[config.mk]
export PLATFORM = sky130hd
export DESIGN_NAME = pdkt_front
export DESIGN_NICKNAME = d
export VERILOG_FILES = /design/src/pulse_distance_key_transmitter_unit_assert.svh /design/src/pdkt_pkg.sv /design/src/pdkt_front.sv
export SDC_FILE = /design/constraint.sdc
export NUM_CORES = 1
export LEC_CHECK = 0
export BUFFER_PORTS_ARGS = -buffer_cell sky130_fd_sc_hd__buf_2
export CORE_MARGIN = 2
export CORE_UTILIZATION = 35
export DETAILED_ROUTE_END_ITERATION = 16
export PLACE_DENSITY = 0.67
export SLEW_MARGIN = 20
export SYNTH_ARGS = -nofsm -noshare
export SYNTH_HDL_FRONTEND = slang
export SYNTH_SLANG_ARGS = --single-unit
[constraint.sdc]
create_clock -name clk -period 5 [get_ports clk]
set_input_delay 0.5 -clock clk [delete_from_list [all_inputs] [get_ports clk]]
set_output_delay 0.5 -clock clk [all_outputs]
set_load 0.01 [all_outputs]
[src/pulse_distance_key_transmitter_unit_assert.svh]
// ----------------------------------------------------------------------------
// Assertion macros for the pulse-distance key transmitter
// Clocked property checks that report through $error; empty in synthesis.
// ----------------------------------------------------------------------------
`ifndef PULSE_DISTANCE_KEY_TRANSMITTER_UNIT_ASSERT_SVH
`define PULSE_DISTANCE_KEY_TRANSMITTER_UNIT_ASSERT_SVH
`ifndef SYNTHESIS
// check a property on clk, off while rst_n is low
`define PDKT_ASSERT(label, prop, msg) \
    label: assert property (@(posedge clk) disable iff (!rst_n) prop) else $error(msg);
// check a property on clk, also during reset
`define PDKT_ASSERT_ALWAYS(label, prop, msg) \
    label: assert property (@(posedge clk) prop) else $error(msg);
`else
`define PDKT_ASSERT(label, prop, msg)
`define PDKT_ASSERT_ALWAYS(label, prop, msg)
`endif
`endif

[src/pdkt_pkg.sv]
// ----------------------------------------------------------------------------
// pdkt_pkg
// Types and constants shared by the key transmitter modules.
// ----------------------------------------------------------------------------
`timescale 1ns / 1ps
`default_nettype none

package pdkt_pkg;

    localparam int SYMBOL_W = 9;
    localparam int ENTRY_W  = 16;
    localparam int GAP_W    = 16;
    localparam int CODE_W   = 8;

    localparam logic [1:0] OP_TICK    = 2'd0;
    localparam logic [1:0] OP_PRESS   = 2'd1;
    localparam logic [1:0] OP_RELEASE = 2'd2;
    localparam logic [1:0] OP_WRITE   = 2'd3;

    localparam logic [1:0] MOD_NORMAL  = 2'd0;
    localparam logic [1:0] MOD_SHIFT   = 2'd1;
    localparam logic [1:0] MOD_CONTROL = 2'd2;
    localparam logic [1:0] MOD_ALTGR   = 2'd3;

    localparam logic [1:0] CFG_GAP_BIT_ONE  = 2'd0;
    localparam logic [1:0] CFG_GAP_BIT_ZERO = 2'd1;
    localparam logic [1:0] CFG_GAP_WORD     = 2'd2;
    localparam logic [1:0] CFG_GAP_END      = 2'd3;

    localparam logic [GAP_W-1:0] GAP_BIT_ONE_RST  = 16'd6144;
    localparam logic [GAP_W-1:0] GAP_BIT_ZERO_RST = 16'd4096;
    localparam logic [GAP_W-1:0] GAP_WORD_RST     = 16'd12288;
    localparam logic [GAP_W-1:0] GAP_END_RST      = 16'd24576;

    localparam logic [SYMBOL_W-1:0] CTRL_FIRST  = 9'h061;
    localparam logic [SYMBOL_W-1:0] CTRL_LAST   = 9'h07a;
    localparam logic [SYMBOL_W-1:0] CTRL_OFFSET = 9'h060;

    localparam logic [ENTRY_W-1:0] ENTRY_EMPTY = 16'hffff;
    localparam int FORCE_SHIFT_BIT   = 8;
    localparam int FORCE_UNSHIFT_BIT = 12;

    typedef struct packed {
        logic [1:0]          opcode;
        logic [1:0]          modifier;
        logic [SYMBOL_W-1:0] symbol;
        logic                release_any;
        logic [ENTRY_W-1:0]  entry_word;
    } pdkt_in_t;

    typedef struct packed {
        logic strobe_res;
        logic busy_res;
    } pdkt_out_t;

    typedef struct packed {
        logic                valid;
        logic [1:0]          opcode;
        logic [1:0]          modifier;
        logic [SYMBOL_W-1:0] symbol;
        logic                release_any;
        logic                in_range;
    } pdkt_stage_t;

endpackage

`default_nettype wire

[src/pdkt_front.sv]
// ----------------------------------------------------------------------------
// pdkt_front
// Input acceptance, table clearing sweep, table write and lookup issue.
// ----------------------------------------------------------------------------
`timescale 1ns / 1ps
`default_nettype none

module pdkt_front
    import pdkt_pkg::*;
#(
    parameter int TABLE_DEPTH = 512,
    localparam int AW = $clog2(TABLE_DEPTH)
) (
    input  wire logic               clk,
    input  wire logic               rst_n,
    input  wire logic               in_valid,
    output logic                    in_stall,
    input  wire pdkt_in_t           in_item,
    input  wire logic               advance,
    input  wire logic               control_held,
    output logic                    ram_we,
    output logic [AW-1:0]           ram_waddr,
    output logic [ENTRY_W-1:0]      ram_wdata,
    output logic                    ram_re,
    output logic [AW-1:0]           ram_raddr,
    output pdkt_stage_t             stage
);

    localparam logic [AW-1:0] LAST_ADDR = AW'(TABLE_DEPTH - 1);

    logic                clearing_reg;
    logic                clearing_next;
    logic [AW-1:0]       clr_addr_reg;
    logic [AW-1:0]       clr_addr_next;
    pdkt_stage_t         stage_reg;
    pdkt_stage_t         stage_next;
    logic                accept;
    logic                is_press;
    logic                ctrl_eff;
    logic [SYMBOL_W-1:0] sym_sel;
    logic                in_range;

    assign in_stall = clearing_reg || (stage_reg.valid && !advance);
    assign accept   = in_valid && !in_stall;
    assign is_press = in_item.opcode == OP_PRESS;

    // forward the control flag of the item still waiting in the execute stage
    always_comb
    begin
        ctrl_eff = control_held;
        if (stage_reg.valid && stage_reg.modifier == MOD_CONTROL)
        begin
            if (stage_reg.opcode == OP_PRESS)
            begin
                ctrl_eff = 1'b1;
            end
            else if (stage_reg.opcode == OP_RELEASE)
            begin
                ctrl_eff = 1'b0;
            end
        end
    end

    always_comb
    begin
        sym_sel = in_item.symbol;
        if (is_press && ctrl_eff && in_item.symbol >= CTRL_FIRST
            && in_item.symbol <= CTRL_LAST)
        begin
            sym_sel = in_item.symbol - CTRL_OFFSET;
        end
    end

    assign in_range = 32'(sym_sel) < TABLE_DEPTH;

    always_comb
    begin
        if (clearing_reg)
        begin
            ram_we    = 1'b1;
            ram_waddr = clr_addr_reg;
            ram_wdata = ENTRY_EMPTY;
        end
        else
        begin
            ram_we    = accept && in_item.opcode == OP_WRITE && in_range;
            ram_waddr = AW'(sym_sel);
            ram_wdata = in_item.entry_word;
        end
    end

    assign ram_re    = accept && is_press && in_item.modifier == MOD_NORMAL && in_range;
    assign ram_raddr = AW'(sym_sel);

    always_comb
    begin
        clearing_next = clearing_reg;
        clr_addr_next = clr_addr_reg;
        if (clearing_reg)
        begin
            if (clr_addr_reg == LAST_ADDR)
            begin
                clearing_next = 1'b0;
            end
            else
            begin
                clr_addr_next = clr_addr_reg + 1'b1;
            end
        end
    end

    always_comb
    begin
        stage_next = stage_reg;
        if (accept)
        begin
            stage_next.valid       = 1'b1;
            stage_next.opcode      = in_item.opcode;
            stage_next.modifier    = in_item.modifier;
            stage_next.symbol      = sym_sel;
            stage_next.release_any = in_item.release_any;
            stage_next.in_range    = in_range;
        end
        else if (advance)
        begin
            stage_next.valid = 1'b0;
        end
    end

    always_ff @(posedge clk or negedge rst_n)
    begin
        if (!rst_n)
        begin
            clearing_reg <= 1'b1;
            clr_addr_reg <= '0;
            stage_reg    <= '0;
        end
        else
        begin
            clearing_reg <= clearing_next;
            clr_addr_reg <= clr_addr_next;
            stage_reg    <= stage_next;
        end
    end

    assign stage = stage_reg;

endmodule

`default_nettype wire

==> impl_table.tex <==
\begin{tabular}{lr}
\hline
Metric & Value \\
\hline
\multicolumn{2}{l}{\textbf{Worst setup path}} \\
Element type at the critical path end & primary output \\
Crit path required time & 4.50 ns \\
Cell with the largest stage delay on the worst path & sky130\_fd\_sc\_hd\_\_or4\_4 \\
Most numerous cell on the critical path & sky130\_fd\_sc\_hd\_\_buf\_2 \\
Crit Path Max Fanout & 5 \\
Max incr delay on CP & 0.54 ns \\
Arrival time at the worst endpoint & 2.24 ns \\
Critical path launch point type & input pin \\
Cells along the critical path & buf\_2 -> or4\_4 -> nor2\_1 -> o221ai\_2 -> or3\_1 -> a31oi\_1 -> buf\_2 \\
Category of the critical setup timing path & in -> out \\
\multicolumn{2}{l}{\textbf{STA}} \\
Worst rel slew slack & 59.7\% \\
Setup tns final & 0 ns \\
Slew of the pin with the lowest slew margin & 0.604 ns \\
Clock period minus worst slack & 2.74 ns \\
Final setup violation count & 0 \\
Least setup slack across all paths after layout & 2.26 ns \\
Final clock period utilization by the worst path & 54.8\% \\
Largest clock skew in the final design & 0.00199 ns \\
RSZ-0062 raised after global routing & no \\
Number of pins exceeding their max-slew limit in the final report & 0 \\
Minimum hold slack & 0.220 ns \\
Fmax achieved & 365 MHz \\
Final hold violation count & 0 \\
\multicolumn{2}{l}{\textbf{Route}} \\
Total iterations of the first detailed-routing run & 4 \\
Via density per instance & 4.65 \\
Post-route DRC & 0 \\
Routed Antenna Nets & 0 \\
Via count of the routed design & 1334 \\
DRT Wirelength & 3580 um \\
Wire per inst & 12.5 um \\
Number of DRC violations after detailed-routing iteration 0 & 60 \\
\multicolumn{2}{l}{\textbf{Power and ir drop}} \\
Peak supply drop & 160 uV \\
P\_leak & 1.07 nW \\
Switching power & 0.134 mW \\
Internal & 0.349 mW \\
Power per standard cell area & 247 nW/um\^{}2 \\
Post-route total power & 0.482 mW \\
Relative contribution of the clock network to total power & 27.4\% \\
Combinational cell fraction of total power & 23.4\% \\
Switching share of power & 27.7\% \\
Sequential share of power & 49.2\% \\
\multicolumn{2}{l}{\textbf{GRT}} \\
Initial antenna violation count & 0 \\
Vias in the first global route & 1235 \\
Wire length of the first global-routing pass & 5710 um \\
Total global routing overflow & 0 \\
Overall global routing resource usage & 16.1\% \\
Largest net degree at the start of global routing & 27 \\
\multicolumn{2}{l}{\textbf{Floorplanning}} \\
Area of the die & 4710 um\^{}2 \\
Ports & 88 \\
Die Span Y & 68.6 um \\
Effective utilization at floorplan & 36.6\% \\
Number of rows in the core area & 23 \\
Core area & 4000 um\^{}2 \\
Horizontal die dimension & 68.6 um \\
\multicolumn{2}{l}{\textbf{Placement}} \\
Placer's final routability congestion estimate & 0.816 \\
Cell total after placement & 283 \\
Area after DPL & 1900 um\^{}2 \\
Number of buffer cells added on primary ports & 87 \\
Final HPWL from detailed placement & 2880 um \\
Post-Place Setup Slack & 2.26 ns \\
\multicolumn{2}{l}{\textbf{Yosys}} \\
Fraction of the yosys area taken by sequential cells & 44.6\% \\
Post-synth EDFFs & 0 \\
Most instantiated flip-flop cell in the synthesis netlist & sky130\_fd\_sc\_hd\_\_dfrtp\_1 \\
Area contributors post-synth & sky130\_fd\_sc\_hd\_\_dfrtp\_1 43\%, sky130\_fd\_sc\_hd\_\_nand2\_1 8.7\%, sky130\_fd\_sc\_hd\_\_mux2\_2 8.5\% \\
Number of different library cells in the post-synthesis netlist & 31 \\
Most area-hungry cell type in the Yosys netlist & sky130\_fd\_sc\_hd\_\_dfrtp\_1 \\
\#FFs+latches synth & 26 \\
Post-Synthesis Cells & 157 \\
Synth warn & 0 \\
Mean cell area of the mapped netlist & 9.32 um\^{}2 \\
Fraction of synthesis flops using an asynchronous set or reset pin & 100\% \\
Nets in the synthesized netlist & 195 \\
Top cell type's share of synthesized area & 42.8\% \\
Synthesized cell area & 1460 um\^{}2 \\
\multicolumn{2}{l}{\textbf{Clocking}} \\
Clock root buffer master & sky130\_fd\_sc\_hd\_\_clkbuf\_8 \\
Clock insertion delay at the later pin of the skew report & 0.26 ns \\
TritonCTS sink count & 26 \\
Number of buffers on the longest clock path & 2 \\
H-Tree Depth & 1 \\
Clock Pin Slew Worst Setup and Hold Paths & 0.09 ns \\
Hold buffer count at cts & 0 \\
Total clock buffers created by CTS & 3 \\
Post-CTS Setup Inserts & 0 \\
Gates resized, CTS repair & 0 \\
Clock tree from TritonCTS & built \\
\multicolumn{2}{l}{\textbf{Flow run}} \\
Number of max-capacitance violations reported & 0 \\
\multicolumn{2}{l}{\textbf{Final layout}} \\
Max reg flops & 16 \\
Cell area after layout & 1960 um\^{}2 \\
Number of fill cells in the layout & 410 \\
Net count reported at finish & 276 \\
Synthesis-to-finish area growth & 33.7\% \\
Diodes inserted & 0 \\
Share of cells above drive strength 1 & 52.3\% \\
Final instance count without filler cells & 287 \\
Final Core Density & 48.9\% \\
\multicolumn{2}{l}{\textbf{Min path}} \\
Class of the tightest hold or removal check & in -> async \\
\multicolumn{2}{l}{\textbf{Status}} \\
Status & finished, final reports clean \\
\hline
\end{tabular}
-- cell type report --
cell class / count / area [um^2] / area share (%)
inverters: 4 / 15.0 / 0.768
clock buffers: 4 / 55.1 / 2.82
repair buffers: 87 / 435 / 22.3
well taps: 50 / 62.6 / 3.20
multi-input cells: 116 / 736 / 37.6
flip-flops and latches: 26 / 652 / 33.3
-- kinds of logic after synthesis --
| group | count (synthesis) | synth area share, % |
|---|---|---|
| xor+xnor | 7 | 4.19 |
| mux | 11 | 8.47 |
| buf+inv | 15 | 5.13 |
| simple gates | 78 | 26.1 |
| fa+ha+maj | 3 | 2.57 |
| flops | 26 | 44.6 |
| compound gates | 17 | 8.98 |
-- metal layers --
layer / wire, um / vias up / global-route usage (%)
li1: - / 687 / -
met1: 1700 / 614 / 21.9
met2: 1670 / 31 / 26.0
met3: 187 / 2 / 4.22
met4: 33 / 0 / 3.00
met5: 0 / - / 0
-- power groups by stage --
stage,Clock [mW],Sequential (mW),Combinational [mW]
floorplan,0,0.249,0.0513
global placement,0,0.241,0.114
detailed placement,0,0.241,0.115
CTS,0.138,0.237,0.115
global route,0.146,0.240,0.129
finish,0.132,0.237,0.113
-- path summary, 6_finish.rpt --
kind	startpoint	end	slack (ns)	depth (start not counted)
min in group clk	in_item[16]	stage[1]	0.43	3
min	rst_n	stage[1]	0.22	1
min reg2reg	stage[1]	stage[1]	0.48	2
max in group asynchronous	rst_n	clr_addr_reg[6]	4.40	1
max reg2reg	clearing_reg	clr_addr_reg[5]	2.89	5
max	in_item[18]	ram_waddr[5]	2.26	7
-- cell usage after synthesis (2+ instances only) --
cell type	number
sky130_fd_sc_hd__nand2b_1	2
sky130_fd_sc_hd__inv_1	4
sky130_fd_sc_hd__nor2_1	11
sky130_fd_sc_hd__and3_1	2
sky130_fd_sc_hd__o21ai_0	5
sky130_fd_sc_hd__buf_4	5
sky130_fd_sc_hd__nand4_1	3
sky130_fd_sc_hd__nand2_1	34
sky130_fd_sc_hd__clkbuf_1	6
sky130_fd_sc_hd__mux2_2	11
sky130_fd_sc_hd__dfrtp_1	25
sky130_fd_sc_hd__xor2_1	3
sky130_fd_sc_hd__or2_2	17
sky130_fd_sc_hd__nand3_1	4
sky130_fd_sc_hd__ha_1	3
sky130_fd_sc_hd__a31oi_1	4
sky130_fd_sc_hd__xnor2_1	4
-- cell usage in the layout, fill, tap and decap left out, types with 2 or more instances in the layout --
master / netlist / layout
sky130_fd_sc_hd__ha_1: 3 / 3
sky130_fd_sc_hd__nor2_1: 11 / 11
sky130_fd_sc_hd__nand4_1: 3 / 3
sky130_fd_sc_hd__nand2_1: 34 / 34
sky130_fd_sc_hd__xor2_1: 3 / 3
sky130_fd_sc_hd__clkbuf_8: 0 / 4
sky130_fd_sc_hd__nand2b_1: 2 / 2
sky130_fd_sc_hd__dfrtp_1: 25 / 25
sky130_fd_sc_hd__inv_1: 4 / 4
sky130_fd_sc_hd__o21ai_0: 5 / 5
sky130_fd_sc_hd__nand3_1: 4 / 4
sky130_fd_sc_hd__or2_2: 17 / 17
sky130_fd_sc_hd__xnor2_1: 4 / 4
sky130_fd_sc_hd__buf_2: 0 / 87
sky130_fd_sc_hd__a31oi_1: 4 / 4
sky130_fd_sc_hd__and3_1: 2 / 2
sky130_fd_sc_hd__mux2_2: 11 / 11
-- worst max-delay path, delay by kind of cell --
family | cells | cell delay (ns)
AND/OR/NAND/NOR | 3 | 1.13
buffers and inverters | 2 | 0.28
AO/OA/AOI/OAI | 2 | 0.33
Note: power is estimated with default switching activity, not from simulation.
