--- src/pulse_distance_key_transmitter_unit_assert.svh ---
// ----------------------------------------------------------------------------
// Assertion macros for the pulse-distance key transmitter
// Clocked property checks that report through $error; empty in synthesis.
// ----------------------------------------------------------------------------
`ifndef PULSE_DISTANCE_KEY_TRANSMITTER_UNIT_ASSERT_SVH
`define PULSE_DISTANCE_KEY_TRANSMITTER_UNIT_ASSERT_SVH
`ifndef SYNTHESIS
// check a property on clk, off while rst_n is low
`define PDKT_ASSERT(label, prop, msg) \
    label: assert property (@(posedge clk) disable iff (!rst_n) prop) else $error(msg);
// check a property on clk, also during reset
`define PDKT_ASSERT_ALWAYS(label, prop, msg) \
    label: assert property (@(posedge clk) prop) else $error(msg);
`else
`define PDKT_ASSERT(label, prop, msg)
`define PDKT_ASSERT_ALWAYS(label, prop, msg)
`endif
`endif

--- src/pdkt_pkg.sv ---
// ----------------------------------------------------------------------------
// pdkt_pkg
// Types and constants shared by the key transmitter modules.
// ----------------------------------------------------------------------------
`timescale 1ns / 1ps
`default_nettype none

package pdkt_pkg;

    localparam int SYMBOL_W = 9;
    localparam int ENTRY_W  = 16;
    localparam int GAP_W    = 16;
    localparam int CODE_W   = 8;

    localparam logic [1:0] OP_TICK    = 2'd0;
    localparam logic [1:0] OP_PRESS   = 2'd1;
    localparam logic [1:0] OP_RELEASE = 2'd2;
    localparam logic [1:0] OP_WRITE   = 2'd3;

    localparam logic [1:0] MOD_NORMAL  = 2'd0;
    localparam logic [1:0] MOD_SHIFT   = 2'd1;
    localparam logic [1:0] MOD_CONTROL = 2'd2;
    localparam logic [1:0] MOD_ALTGR   = 2'd3;

    localparam logic [1:0] CFG_GAP_BIT_ONE  = 2'd0;
    localparam logic [1:0] CFG_GAP_BIT_ZERO = 2'd1;
    localparam logic [1:0] CFG_GAP_WORD     = 2'd2;
    localparam logic [1:0] CFG_GAP_END      = 2'd3;

    localparam logic [GAP_W-1:0] GAP_BIT_ONE_RST  = 16'd6144;
    localparam logic [GAP_W-1:0] GAP_BIT_ZERO_RST = 16'd4096;
    localparam logic [GAP_W-1:0] GAP_WORD_RST     = 16'd12288;
    localparam logic [GAP_W-1:0] GAP_END_RST      = 16'd24576;

    localparam logic [SYMBOL_W-1:0] CTRL_FIRST  = 9'h061;
    localparam logic [SYMBOL_W-1:0] CTRL_LAST   = 9'h07a;
    localparam logic [SYMBOL_W-1:0] CTRL_OFFSET = 9'h060;

    localparam logic [ENTRY_W-1:0] ENTRY_EMPTY = 16'hffff;
    localparam int FORCE_SHIFT_BIT   = 8;
    localparam int FORCE_UNSHIFT_BIT = 12;

    typedef struct packed {
        logic [1:0]          opcode;
        logic [1:0]          modifier;
        logic [SYMBOL_W-1:0] symbol;
        logic                release_any;
        logic [ENTRY_W-1:0]  entry_word;
    } pdkt_in_t;

    typedef struct packed {
        logic strobe_res;
        logic busy_res;
    } pdkt_out_t;

    typedef struct packed {
        logic                valid;
        logic [1:0]          opcode;
        logic [1:0]          modifier;
        logic [SYMBOL_W-1:0] symbol;
        logic                release_any;
        logic                in_range;
    } pdkt_stage_t;

endpackage

`default_nettype wire

--- src/pdkt_exec.sv ---
// ----------------------------------------------------------------------------
// pdkt_exec
// Key state, frame sequencer, gap timer and result register.
// ----------------------------------------------------------------------------
`timescale 1ns / 1ps
`default_nettype none
`include "pulse_distance_key_transmitter_unit_assert.svh"

module pdkt_exec
    import pdkt_pkg::*;
#(
    parameter int BITS_PER_COPY = 7
) (
    input  wire logic               clk,
    input  wire logic               rst_n,
    input  wire logic               cfg_write_en,
    input  wire logic [1:0]         cfg_index,
    input  wire logic [GAP_W-1:0]   cfg_data,
    input  wire pdkt_stage_t        stage,
    input  wire logic [ENTRY_W-1:0] rd_data,
    output logic                    advance,
    output logic                    control_held,
    output logic                    out_valid,
    input  wire logic               out_stall,
    output pdkt_out_t               out_item
);

    localparam int PW = $clog2(2 * BITS_PER_COPY + 3);
    localparam logic [PW-1:0] POS_IDLE   = '0;
    localparam logic [PW-1:0] POS_FIRST  = PW'(1);
    localparam logic [PW-1:0] POS_LAST1  = PW'(BITS_PER_COPY);
    localparam logic [PW-1:0] POS_SECOND = PW'(BITS_PER_COPY + 1);
    localparam logic [PW-1:0] POS_LAST2  = PW'(2 * BITS_PER_COPY + 1);

    logic [GAP_W-1:0]    gap_one_reg, gap_zero_reg, gap_word_reg, gap_end_reg;
    logic [CODE_W-1:0]   current_code_reg, current_code_next;
    logic                current_valid_reg, current_valid_next;
    logic [CODE_W-1:0]   next_code_reg, next_code_next;
    logic                next_valid_reg, next_valid_next;
    logic [SYMBOL_W-1:0] held_symbol_reg, held_symbol_next;
    logic                release_pending_reg, release_pending_next;
    logic                shift_held_reg, shift_held_next;
    logic                control_held_reg, control_held_next;
    logic [PW-1:0]       position_reg, position_next;
    logic [GAP_W-1:0]    gap_reg, gap_next;
    logic [CODE_W-1:0]   shifter_reg, shifter_next;
    logic                out_valid_reg;
    pdkt_out_t           out_item_reg;
    logic                execute;
    logic                strobe;
    logic                bit0;
    logic [CODE_W-1:0]   press_code;
    logic [CODE_W-1:0]   frame_code;
    logic                frame_valid;

    assign advance      = !out_valid_reg || !out_stall;
    assign execute      = stage.valid && advance;
    assign control_held = control_held_reg;

    always_comb
    begin
        bit0 = rd_data[0] || rd_data[FORCE_SHIFT_BIT] || shift_held_reg;
        if (rd_data[FORCE_UNSHIFT_BIT])
        begin
            bit0 = 1'b0;
        end
        press_code = {rd_data[CODE_W-1:1], !bit0};
    end

    always_comb
    begin
        current_code_next    = current_code_reg;
        current_valid_next   = current_valid_reg;
        next_code_next       = next_code_reg;
        next_valid_next      = next_valid_reg;
        held_symbol_next     = held_symbol_reg;
        release_pending_next = release_pending_reg;
        shift_held_next      = shift_held_reg;
        control_held_next    = control_held_reg;
        position_next        = position_reg;
        gap_next             = gap_reg;
        shifter_next         = shifter_reg;
        strobe               = 1'b0;
        frame_code           = current_code_reg;
        frame_valid          = current_valid_reg;
        if (execute)
        begin
            case (stage.opcode)
                OP_TICK:
                begin
                    if (position_reg != POS_IDLE)
                    begin
                        if (gap_reg > GAP_W'(1))
                        begin
                            gap_next = gap_reg - 1'b1;
                        end
                        else if (position_reg <= POS_LAST1)
                        begin
                            strobe        = 1'b1;
                            position_next = position_reg + 1'b1;
                            if (position_reg < POS_LAST1)
                            begin
                                gap_next     = shifter_reg[0] ? gap_one_reg : gap_zero_reg;
                                shifter_next = shifter_reg >> 1;
                            end
                            else
                            begin
                                gap_next = gap_word_reg;
                            end
                        end
                        else if (position_reg == POS_SECOND)
                        begin
                            strobe        = 1'b1;
                            position_next = position_reg + 1'b1;
                            gap_next      = current_code_reg[0] ? gap_one_reg : gap_zero_reg;
                            shifter_next  = current_code_reg >> 1;
                        end
                        else if (position_reg <= POS_LAST2)
                        begin
                            strobe        = 1'b1;
                            position_next = position_reg + 1'b1;
                            if (position_reg < POS_LAST2)
                            begin
                                gap_next     = shifter_reg[0] ? gap_one_reg : gap_zero_reg;
                                shifter_next = shifter_reg >> 1;
                            end
                            else
                            begin
                                gap_next = gap_end_reg;
                            end
                        end
                        else
                        begin
                            // frame end: the locked key replaces the current one, but a pending release wins
                            if (next_valid_reg)
                            begin
                                frame_code  = next_code_reg;
                                frame_valid = 1'b1;
                            end
                            if (release_pending_reg)
                            begin
                                frame_valid = 1'b0;
                            end
                            current_code_next    = frame_code;
                            current_valid_next   = frame_valid;
                            next_valid_next      = 1'b0;
                            release_pending_next = 1'b0;
                            if (frame_valid)
                            begin
                                strobe        = 1'b1;
                                position_next = POS_FIRST;
                                gap_next      = frame_code[0] ? gap_one_reg : gap_zero_reg;
                                shifter_next  = frame_code >> 1;
                            end
                            else
                            begin
                                position_next = POS_IDLE;
                                gap_next      = '0;
                            end
                        end
                    end
                end
                OP_PRESS:
                begin
                    case (stage.modifier)
                        MOD_SHIFT:   shift_held_next = 1'b1;
                        MOD_CONTROL: control_held_next = 1'b1;
                        MOD_NORMAL:
                        begin
                            if (stage.in_range && rd_data != ENTRY_EMPTY)
                            begin
                                release_pending_next = 1'b0;
                                held_symbol_next     = stage.symbol;
                                if (!current_valid_reg)
                                begin
                                    current_code_next  = press_code;
                                    current_valid_next = 1'b1;
                                    strobe             = 1'b1;
                                    position_next      = POS_FIRST;
                                    gap_next     = press_code[0] ? gap_one_reg : gap_zero_reg;
                                    shifter_next = press_code >> 1;
                                end
                                else
                                begin
                                    next_code_next  = press_code;
                                    next_valid_next = 1'b1;
                                end
                            end
                        end
                        default: ;
                    endcase
                end
                OP_RELEASE:
                begin
                    case (stage.modifier)
                        MOD_SHIFT:   shift_held_next = 1'b0;
                        MOD_CONTROL: control_held_next = 1'b0;
                        MOD_NORMAL:
                        begin
                            if (stage.release_any || stage.symbol == held_symbol_reg)
                            begin
                                release_pending_next = 1'b1;
                            end
                        end
                        default: ;
                    endcase
                end
                default: ;
            endcase
        end
    end

    always_ff @(posedge clk or negedge rst_n)
    begin
        if (!rst_n)
        begin
            gap_one_reg         <= GAP_BIT_ONE_RST;
            gap_zero_reg        <= GAP_BIT_ZERO_RST;
            gap_word_reg        <= GAP_WORD_RST;
            gap_end_reg         <= GAP_END_RST;
            current_code_reg    <= '0;
            current_valid_reg   <= 1'b0;
            next_code_reg       <= '0;
            next_valid_reg      <= 1'b0;
            held_symbol_reg     <= '0;
            release_pending_reg <= 1'b0;
            shift_held_reg      <= 1'b0;
            control_held_reg    <= 1'b0;
            position_reg        <= POS_IDLE;
            gap_reg             <= '0;
            shifter_reg         <= '0;
            out_valid_reg       <= 1'b0;
        end
        else
        begin
            if (cfg_write_en)
            begin
                case (cfg_index)
                    CFG_GAP_BIT_ONE:  gap_one_reg  <= cfg_data;
                    CFG_GAP_BIT_ZERO: gap_zero_reg <= cfg_data;
                    CFG_GAP_WORD:     gap_word_reg <= cfg_data;
                    CFG_GAP_END:      gap_end_reg  <= cfg_data;
                    default: ;
                endcase
            end
            current_code_reg    <= current_code_next;
            current_valid_reg   <= current_valid_next;
            next_code_reg       <= next_code_next;
            next_valid_reg      <= next_valid_next;
            held_symbol_reg     <= held_symbol_next;
            release_pending_reg <= release_pending_next;
            shift_held_reg      <= shift_held_next;
            control_held_reg    <= control_held_next;
            position_reg        <= position_next;
            gap_reg             <= gap_next;
            shifter_reg         <= shifter_next;
            if (execute)
            begin
                out_valid_reg <= 1'b1;
            end
            else if (!out_stall)
            begin
                out_valid_reg <= 1'b0;
            end
        end
    end

    always_ff @(posedge clk)
    begin
        if (execute)
        begin
            out_item_reg.strobe_res <= strobe;
            out_item_reg.busy_res   <= position_next != POS_IDLE;
        end
    end

    assign out_valid = out_valid_reg;
    assign out_item  = out_item_reg;

    `PDKT_ASSERT(a_strobe_busy, out_valid_reg && out_item_reg.strobe_res |-> out_item_reg.busy_res, "strobe without busy")
    `PDKT_ASSERT(a_busy_has_key, position_reg != POS_IDLE |-> current_valid_reg, "frame running without a current key")
    `PDKT_ASSERT(a_idle_gap_zero, position_reg == POS_IDLE |-> gap_reg == '0, "gap timer running while idle")
    `PDKT_ASSERT(a_locked_needs_current, next_valid_reg |-> current_valid_reg, "locked key without a current key")

endmodule

`default_nettype wire

--- config.mk ---
export PLATFORM = sky130hd
export DESIGN_NAME = pdkt_exec
export DESIGN_NICKNAME = d
export VERILOG_FILES = /design/src/pdkt_pkg.sv /design/src/pdkt_exec.sv
export VERILOG_INCLUDE_DIRS = /design/src /design/src/src
export SDC_FILE = /design/constraint.sdc
export NUM_CORES = 1
export LEC_CHECK = 0
export BUFFER_PORTS_ARGS = -buffer_cell sky130_fd_sc_hd__buf_4
export CELL_PAD_IN_SITES_DETAIL_PLACEMENT = 1
export CELL_PAD_IN_SITES_GLOBAL_PLACEMENT = 1
export CORE_AREA = 2 2 104 181
export CTS_CLUSTER_DIAMETER = 120
export DETAILED_ROUTE_END_ITERATION = 8
export DIE_AREA = 0 0 106 183
export GPL_TIMING_DRIVEN = 1
export PLACE_DENSITY = 0.83
export SYNTH_ARGS = -nofsm -noshare
export SYNTH_HDL_FRONTEND = slang
export SYNTH_SLANG_ARGS = --single-unit
--- constraint.sdc ---
create_clock -name clk -period 6 [get_ports clk]
set_input_delay 0.3 -clock clk [delete_from_list [all_inputs] [get_ports clk]]
set_output_delay 0.3 -clock clk [all_outputs]
set_load 0.1 [all_outputs]
==> qor.txt, run 1 <==
First DRT Iteration DRCs: 336
largest net degree at the start of global routing: 78
routed via count: 6335
total congestion overflow: 0
Power Density: 375.6 mW/mm2
row count: 65
CP max-delay cell: dfrtp_1
number of flops mapped to enable cells by yosys: 2
Detail Route Antenna Nets: 0
hold path depth: 2
die height: 183 um
worst reg-to-reg path cell count: 9
HP Start: stage[15]
final setup TNS: 0 ns
aggregate global-route resource usage: 24.24%
Max Transition Viols Final: 0
Worst-Skew Late Latency: 0.43 ns
Die ar.: 0.01940 mm2
Setup Skew: 0.007473 ns
Ant. Diodes: 0
chip width: 106 um
Max clock buf depth: 2
worst slew pin tran: 1.027 ns
internal reg-to-reg setup slack: 2.59 ns
outcome: finished, final reports clean
FFs w/ async S/R, synth: 98.40%
fin area: 0.008896 mm2
post-CTS sizing: 0
critical path capture point type: register
Worst Path Max Fanout: 28
Via density: 6.241
Ports: 59
Port Buffer Count: 58
Worst EP arrival: 3.78 ns
top_reg_cell synth: dfrtp_1
period utilization: 56.90%
worst hold margin: 0.06714 ns
Tmin final: 3.414 ns
beginning of the worst register-to-register path: position_reg[0]
CP bufs+invs: 1
Routability Congestion: 0.8573
Avg Inst Size Synth: 10.62 um2
Root Buffer: clkbuf_16
WP data required: 6.36 ns
worst setup path class: reg2reg
final hold vios: 0
Peak VDD IR: 0.2004 mV
slew margin rel.: 31.56%
CP Launch Type: register
layout cells sized above 1: 31.88%
first-pass GRT wire length: 36.68 mm
Max-Cap Viols: 0
post-synth cell types: 86
Num CTS Buffers: 17
P_leak: 0.003636 uW
Post-DP Area: 0.008339 mm2
RR Endpoint: current_code_reg[2]
Hold WC Path Type: in2reg
WL/cell: 22.23 um
#FFs+latches synth: 125
Core Area: 0.01797 mm2
P&R area growth vs syn: 15.50%
Setup Fix Bufs, Post-CTS: 0
TritonCTS clock tree: built
DR pass1 iterations: 4
Cell Chain, Critical Path: ha_1 > and3_1 > ha_1 > buf_4 > or2_0 > o31ai_4 > nand3_1 > nor2_2 > a221o_1
crit-path leading delay family: simple AND/OR/NAND/NOR gates
WL final: 22.56 mm
synth warn: 0
H-tree depth: 4
Overall Power: 3341 uW
Detail Placement HPWL: 15.68 mm
Worst Hold Path EP: out_valid
hold buffers post-CTS: 1
maximum achievable frequency: 0.2929 GHz
Gate Count Post-Synth: 725
RSZ-0062 raised after global routing: no
area of the mapped netlist: 0.007702 mm2
vias in the first global route: 6916
Initial Util: 42.85%
Clk pin slew, worst setup/hold paths: 0.06 ns
syn nets: 788
sequential share of the synthesized area: 40.85%
Setup Viol. Count Final: 0
initial antenna violation count: 0
cell mode on critical path: ha_1
crit-path max cell delay: 0.53 ns
nets@finish: 832
clock sink total: 125
Residual DRC: 0
## per-layer routing
layer	global-route usage, %	part of all wire [%]	vias to the layer above
met3	3.945	3.0	62
met1	25.41	38	3239
met5	0	0	-
met4	14.79	4.6	0
li1	-	-	2862
met2	44.65	55	172
## metrics by stage
| stage | utilization, % | setup WS [ns] | std cells |
|---|---|---|---|
| 5_1_grt | 49.50 | 2.393 | 1015 |
| 3_3_place_gp | 46.40 | 2.345 | 983 |
| 2_1_floorplan | - | 3.281 | 725 |
| 3_5_place_dp | 46.40 | 2.225 | 983 |
| 4_1_cts | 49.50 | 2.574 | 1015 |
| 6_report | 49.50 | 2.586 | 1015 |
## area by class of cell
cell class | count | area [um2]
Timing Repair Buffer | 75 | 565.5
Multi-Input combinational cell | 539 | 4303
Inverter | 11 | 41.29
Clock inverter | 10 | 65.06
Fill cell | 1963 | 9077
Tap cell | 234 | 292.8
Clock buffer | 21 | 481.7
Sequential cell | 125 | 3147
## worst max-delay path by stage
stage	to	cells past startpoint	startpoint
floorplan	out_item[0]	9	position_reg[0]
global placement	gap_reg[7]	10	stage[14]
detailed placement	gap_reg[7]	10	stage[14]
CTS	current_code_reg[2]	9	position_reg[0]
global route	gap_reg[14]	10	stage[14]
finish	current_code_reg[2]	9	position_reg[0]
## synth_stat cells (3+ instances only)
| library cell | n | area (um2) |
|---|---|---|
| nand2b_1 | 5 | 31.28 |
| o311a_1 | 3 | 30.03 |
| a221oi_1 | 10 | 87.58 |
| a22oi_1 | 4 | 30.03 |
| clkbuf_1 | 26 | 97.59 |
| a211o_1 | 3 | 26.28 |
| nand4_1 | 8 | 50.05 |
| o21a_1 | 3 | 22.52 |
| nand2_1 | 49 | 183.9 |
| o211ai_1 | 6 | 45.04 |
| o22ai_1 | 6 | 37.54 |
| a221o_1 | 7 | 70.07 |
| buf_1 | 3 | 11.26 |
| a31oi_1 | 10 | 62.56 |
| and3_1 | 4 | 25.02 |
| a311oi_1 | 5 | 43.79 |
| xnor2_1 | 7 | 61.31 |
| nor2_1 | 43 | 161.4 |
| nor4_1 | 5 | 31.28 |
| mux2_2 | 110 | 1239 |
| xor2_1 | 9 | 78.83 |
| o21ai_0 | 17 | 85.08 |
| a211oi_1 | 4 | 30.03 |
| nor3_1 | 8 | 40.04 |
| o221ai_1 | 9 | 78.83 |
| o311ai_0 | 4 | 35.03 |
| inv_1 | 10 | 37.54 |
| dfrtp_1 | 116 | 2903 |
| a22o_1 | 3 | 26.28 |
| a32o_1 | 7 | 70.07 |
| a21oi_1 | 38 | 190.2 |
| nor3b_1 | 4 | 30.03 |
| a2111oi_0 | 4 | 35.03 |
| dfstp_2 | 7 | 183.9 |
| ha_1 | 9 | 112.6 |
| mux2i_1 | 43 | 430.4 |
| o31ai_1 | 7 | 52.55 |
| nand3_1 | 28 | 140.1 |
| buf_2 | 17 | 85.08 |
| a31o_2 | 4 | 35.03 |
| and2_1 | 3 | 18.77 |
## logic make-up after synthesis
family / share of synthesized area, %
xor+xnor: 1.819
fa+ha+maj: 1.462
simple gates: 13.01
flops: 40.85
compound gates: 17.58
buf+inv: 3.428
mux: 21.85
## where the power goes
part / leakage [uW] / total [uW] / switching (uW) / internal [uW]
Combinational: 0.00190 / 1120 / 605 / 518
Sequential: 0.00148 / 1260 / 222 / 1040
Clock: 0.000254 / 961 / 393 / 567
Total: 0.00364 / 3340 / 1220 / 2120
## cells in the final DEF (no fill, tap or decap), types with 6 or more instances in the layout
master and n:
a221oi_1 10, dfstp_2 7, inv_1 10, o221ai_1 9, nor2_1 43, nor3_1 8, nand2_1 49, xnor2_1 7
a32o_1 7, a221o_1 7, buf_4 74, mux2i_1 43, clkbuf_16 18, a31oi_1 10, nand3_1 28, a21oi_1 38
o31ai_1 7, mux2_2 110, o22ai_1 6, dfrtp_1 116, o211ai_1 6, clkinvlp_4 6, xor2_1 9, ha_1 9
nand4_1 8, o21ai_0 17
Note: power is estimated with default switching activity, not from simulation.
==> run 2: changes to the inputs <==
Settings changed: PLACE_DENSITY 0.83 to 0.85.
Clock period 6 ns to 2.9 ns, I/O delays scaled along.
==> run 2 against run 1 <==
Net effect: routed wire length rose by 8.5%; first-iteration DRC count is 1.2% higher; core utilization grew 3.7 points; die area stayed put; non-clock buffer count up 63; fmax is 22% higher; clock skew increased by 0.0020 ns; combinational power increased by 130%; global-route usage grew 1.9 points; sequential share of layout area down 2.5 points; critical path depth shrank 1; highest routed layer unchanged.
==> qor.txt, run 2 (synthesis gave the netlist of run 1 again) <==
outcome: finished, final reports clean
Core Area: 0.01797 mm2
nets@finish: 895
Worst EP arrival: 2.96 ns
DR pass1 iterations: 4
worst hold margin: 0.09413 ns
Worst-Skew Late Latency: 0.43 ns
beginning of the worst register-to-register path: position_reg[0]
First DRT Iteration DRCs: 340
worst setup path class: reg2reg
Port Buffer Count: 58
most common cell after layout, fill and taps aside: dfrtp_1
H-tree depth: 4
worst reg-to-reg path cell count: 8
routed via count: 6693
Residual DRC: 0
Cell Chain, Critical Path: inv_1 > ha_1 > nor4b_2 > or4b_4 > o21ai_0 > a31oi_1 > a31o_2 > or4_4
chip width: 106 um
layout cells sized above 1: 32.90%
GR peak layer: met2
Detail Placement HPWL: 16.76 mm
critical path capture point type: register
Ports: 59
Setup WS pre-CTS: 0.1718 ns
Routability Congestion: 0.9167
Clk pin slew, worst setup/hold paths: 0.06 ns
worst slew pin tran: 0.9784 ns
total congestion overflow: 0
internal reg-to-reg setup slack: 0.1 ns
Setup Skew: 0.009466 ns
area occupied by multi-input gates: 0.004298 mm2
P&R area growth vs syn: 24.16%
crit-path leading delay family: simple AND/OR/NAND/NOR gates
maximum achievable frequency: 0.3571 GHz
row count: 65
vias in the first global route: 7372
final setup TNS: 0 ns
Num CTS Buffers: 17
WL final: 24.47 mm
WP data required: 3.06 ns
Detail Route Antenna Nets: 0
CP max-delay cell: or4b_4
met3 usage: 4.975%
largest net degree at the start of global routing: 56
CP Launch Type: register
TritonCTS clock tree: built
Seq. cell area: 0.003147 mm2
Worst path depth: 8
commonest non-fill, non-tap cells in the layout: 116 x dfrtp_1, 110 x mux2_2, 102 x buf_4
Max clock buf depth: 2
die height: 183 um
Ant. Diodes: 0
Worst Path Max Fanout: 5
Setup Viol. Count Final: 0
Power Density: 781.6 mW/mm2
WL/cell: 22.68 um
Peak VDD IR: 0.3862 mV
final worst slack: 0.09970 ns
Root Buffer: clkbuf_16
aggregate global-route resource usage: 26.17%
Max-Cap Viols: 0
Hold WC Path Type: in2reg
routing usage on met2: 48.28%
Initial Util: 42.85%
slew margin rel.: 34.59%
Max Transition Viols Final: 0
initial antenna violation count: 0
first-pass GRT wire length: 39.23 mm
Critical Path Source: position_reg[0]
met1 usage: 26.86%
final hold vios: 0
crit-path max cell delay: 0.59 ns
Tmin final: 2.800 ns
hold path depth: 4
clock sink total: 125
Die ar.: 0.01940 mm2
Fill cells: 1922
RR Endpoint: out_item[0]
RSZ-0062 raised after global routing: no
period utilization: 96.56%
P_leak: 0.003979 uW
Setup crit end: out_item[0]
Via density: 6.203
CP bufs+invs: 1
==> run 2: power breakdown <==
| part | switching [uW] | total [uW] | internal (uW) |
|---|---|---|---|
| sequential | 434 | 2580 | 2140 |
| combinational | 1360 | 2530 | 1170 |
| clock | 839 | 2370 | 1530 |
| total | 2630 | 7470 | 4840 |
==> run 2: final cells by class <==
type                            instances  share of cell area (%)
Sequential cell                       125                   32.91
Clock inverter                         13                   2.250
Inverter                               11                  0.4318
Multi-Input combinational cell        539                   44.94
Tap cell                              234                   3.062
Timing Repair Buffer                  138                   11.88
Clock buffer                           19                   4.527
==> run 2: timing repair <==
item / in CTS / in global routing
setup endpoints to repair: 0 / 1
gates resized for setup: 0 / 1
hold endpoints to repair: 132 / 0
setup buffers: 0 / 0
hold buffers: 35 / 0
==> run 2: per-stage QoR <==
step           std cells  util (%)  instance area (um2)  total power (uW)
2_1_floorplan        725         -                 7702              4193
3_3_place_gp        1012     47.64                 8563              4885
3_5_place_dp        1012     47.64                 8563              4994
4_1_cts             1079     53.20                 9562              7487
5_1_grt             1079     53.21                 9563              7813
6_report            1079     53.21                 9563              7474
==> run 2: worst min-delay path by stage <==
stage / start / to / slack, ns
2_1_floorplan: rst_n / control_held / -0.15
3_3_place_gp: rst_n / gap_one_reg[15] / 0.23
3_5_place_dp: rst_n / gap_word_reg[15] / 0.24
4_1_cts: stage[11] / shift_held_reg / 0.08
5_1_grt: stage[12] / control_held / 0.11
6_report: stage[11] / shift_held_reg / 0.09
==> run 2: tightest hold or removal path: stages <==
cell and delay (ns):
buf_4 0.13, nand2b_1 0.08, o21ai_0 0.07, nand2_1 0.05
==> run 2: routing by layer <==
layer	vias up	routed length (um)
li1	2992	-
met1	3425	8821
met2	193	13440
met3	83	852
met4	0	1355
met5	-	0
==> run 3: changes to the inputs <==
Settings changed: ABC_AREA set to 1, CORE_AREA 2 2 104 181 to 2 2 109 191, DIE_AREA 0 0 106 183 to 0 0 111 193, PLACE_DENSITY 0.85 to 0.86.
==> run 3 against run 2 <==
Net effect: design area shrank 2.9%; fmax grew 12%; global-route usage shrank 1.3 points; critical endpoint is now shifter_reg[4].
==> qor.txt, run 3 <==
outcome: finished, final reports clean
fin cells: 1460
first-pass GRT wire length: 42.79 mm
WL/cell: 17.53 um
Setup Viol. Count Final: 0
final worst slack: 0.4108 ns
sequential share of the synthesized area: 40.22%
row count: 69
Post-Synth Adder-Cell Area: 1.439%
syn nets: 1203
Via density: 5.441
DR pass1 iterations: 5
#FFs+latches synth: 125
top_reg_cell synth: dfrtp_1
Port Buffer Count: 58
worst setup path class: reg2reg
total congestion overflow: 0
Initial Util: 39.23%
Fill cells: 2577
Max clock buf depth: 2
P&R area growth vs syn: 18.68%
chip width: 111 um
Hold WC Path Type: in2reg
nets@finish: 1262
commonest non-fill, non-tap cells in the layout: 351 x nand2_1, 166 x o21ai_0, 116 x dfrtp_1
Worst-Skew Late Latency: 0.43 ns
Synth area leader: dfrtp_1
routed via count: 7944
post-synthesis simple-gate area fraction: 28.90%
initial antenna violation count: 0
final hold vios: 0
Residual DRC: 0
layout cells sized above 1: 13.45%
Worst Path Max Fanout: 12
CP Launch Type: register
Avg Inst Size Synth: 6.863 um2
Num CTS Buffers: 17
synth warn: 0
main combinational cell family by area after synthesis: simple AND/OR/NAND/NOR gates
worst hold margin: 0.0008242 ns
Synth top area share: 37.10%
Setup Skew: 0.01175 ns
vias in the first global route: 8742
worst slew pin tran: 1.302 ns
die height: 193 um
largest net degree at the start of global routing: 56
post-CTS sizing: 0
maximum achievable frequency: 0.4017 GHz
Root Buffer: clkbuf_16
Peak VDD IR: 0.3282 mV
Detail Route Antenna Nets: 0
Power Density: 768.1 mW/mm2
H-tree depth: 4
First DRT Iteration DRCs: 311
Routability Congestion: 0.9531
Max-Cap Viols: 0
Cells after DPL: 1413
most numerous cell in the Yosys netlist: nand2_1
clock sink total: 125
post-synth cell types: 42
mux contribution to synthesized area: 0.5757%
RSZ-0062 raised after global routing: no
post-layout util: 46.56%
period utilization: 85.84%
largest cells by area after synthesis: dfrtp_1 37%, nand2_1 17%, o21ai_0 11%
number of flops mapped to enable cells by yosys: 2
final setup TNS: 0 ns
Detail Placement HPWL: 17.93 mm
Ant. Diodes: 0
TritonCTS clock tree: built
top post-synthesis cells by count: 352 x nand2_1, 166 x o21ai_0, 116 x dfrtp_1, 107 x nor2_1, 88 x inv_1
most common cell after layout, fill and taps aside: nand2_1
area of the mapped netlist: 0.007824 mm2
FFs w/ async S/R, synth: 98.40%
P_leak: 0.004407 uW
xor-xnor portion of the synthesized cell area: 1.343%
Setup WS pre-CTS: 0.5080 ns
WP data required: 3.24 ns
Tmin final: 2.489 ns
Worst EP arrival: 2.83 ns
Ports: 59
Gate Count Post-Synth: 1140
aggregate global-route resource usage: 24.88%
critical path capture point type: register
compound-gate portion of the synthesized area: 19.61%
Die ar.: 0.02142 mm2
Core Area: 0.01994 mm2
WL final: 25.59 mm
slew margin rel.: 13.21%
Max Transition Viols Final: 0
Clk pin slew, worst setup/hold paths: 0.06 ns
==> run 3: cell count changes in the layout (fill, tap and decap cells not counted), sizes merged, moves of 11 or more <==
cell,delta
nand2,+309
o21ai,+167
mux2,-106
inv,+87
nor2,+69
mux2i,-44
a21oi,+36
buf,-23
dlygate4sd3,-20
nand3,+17
nand4,+11
==> run 3: final timing paths <==
path	startpoint	end	slack (ns)	depth (start not counted)
hold / removal	cfg_data[13]	gap_end_reg[13]	0.0008	3
hold reg to reg	gap_zero_reg[15]	gap_zero_reg[15]	0.48	2
min in group asynchronous	rst_n	position_reg[3]	0.19	2
max in group asynchronous	rst_n	gap_word_reg[12]	1.81	3
setup / recovery	position_reg[1]	shifter_reg[4]	0.41	13
setup reg to reg	position_reg[1]	shifter_reg[4]	0.41	13
==> run 3: power breakdown <==
part / internal (uW) / switching, uW / total (uW)
Combinational: 774 / 1490 / 2270
Clock: 1440 / 823 / 2260
Sequential: 2200 / 405 / 2600
Total: 4410 / 2720 / 7130
==> run 3: repair_timing <==
action,CTS,global route
buffers inserted,0,0
hold buffers,15,0
hold endpoints to repair,41,0
==> run 3: worst max-delay path, stage by stage, from the launching register on <==
cell and delay [ns]:
dfrtp_1 0.44, ha_1 0.23, nand2_1 0.11, nor2_1 0.05, ha_1 0.24, a21oi_2 0.31, nand2_1 0.14, nand2_1 0.13
nor3_1 0.07, nor2_1 0.14, nor2_2 0.08, inv_2 0.21, nand2_1 0.14, o21ai_2 0.10
==> run 3: per-stage QoR <==
step                total power (uW)  cell area (um2)
floorplan                       4119             7826
global placement                4707             8516
detailed placement              4845             8516
CTS                             7173             9285
global route                    7616             9285
finish                          7132             9285
==> run 3: layer usage <==
metal	vias to the layer above	track usage [%]	share of wire, %	routed length (um)
met4	0	14.23	4.5	1164
met1	3840	25.63	38	9751
met5	-	0	0	0
met3	82	3.188	2.8	721
met2	190	48.16	55	13950
li1	3832	-	-	-
==> run 3: final cells by class <==
class	instances	area [um2]	share of cell area, %
multi-input combinational	859	4066	43.79
timing repair buffer	95	763.2	8.220
inverter	101	379.1	4.083
tap	248	310.3	3.342
clock inverter	11	137.6	1.482
sequential	125	3147	33.89
clock buffer	21	481.7	5.188
==> run 3: cell families (layout without fill, tap and decap cells) <==
logic type      count (synthesis)  in the layout
simple gates                  549            549
compound gates                285            285
buf+inv                       156            228
flops                         125            125
xor+xnor                       12             12
fa+ha+maj                       9              9
mux                             4              4
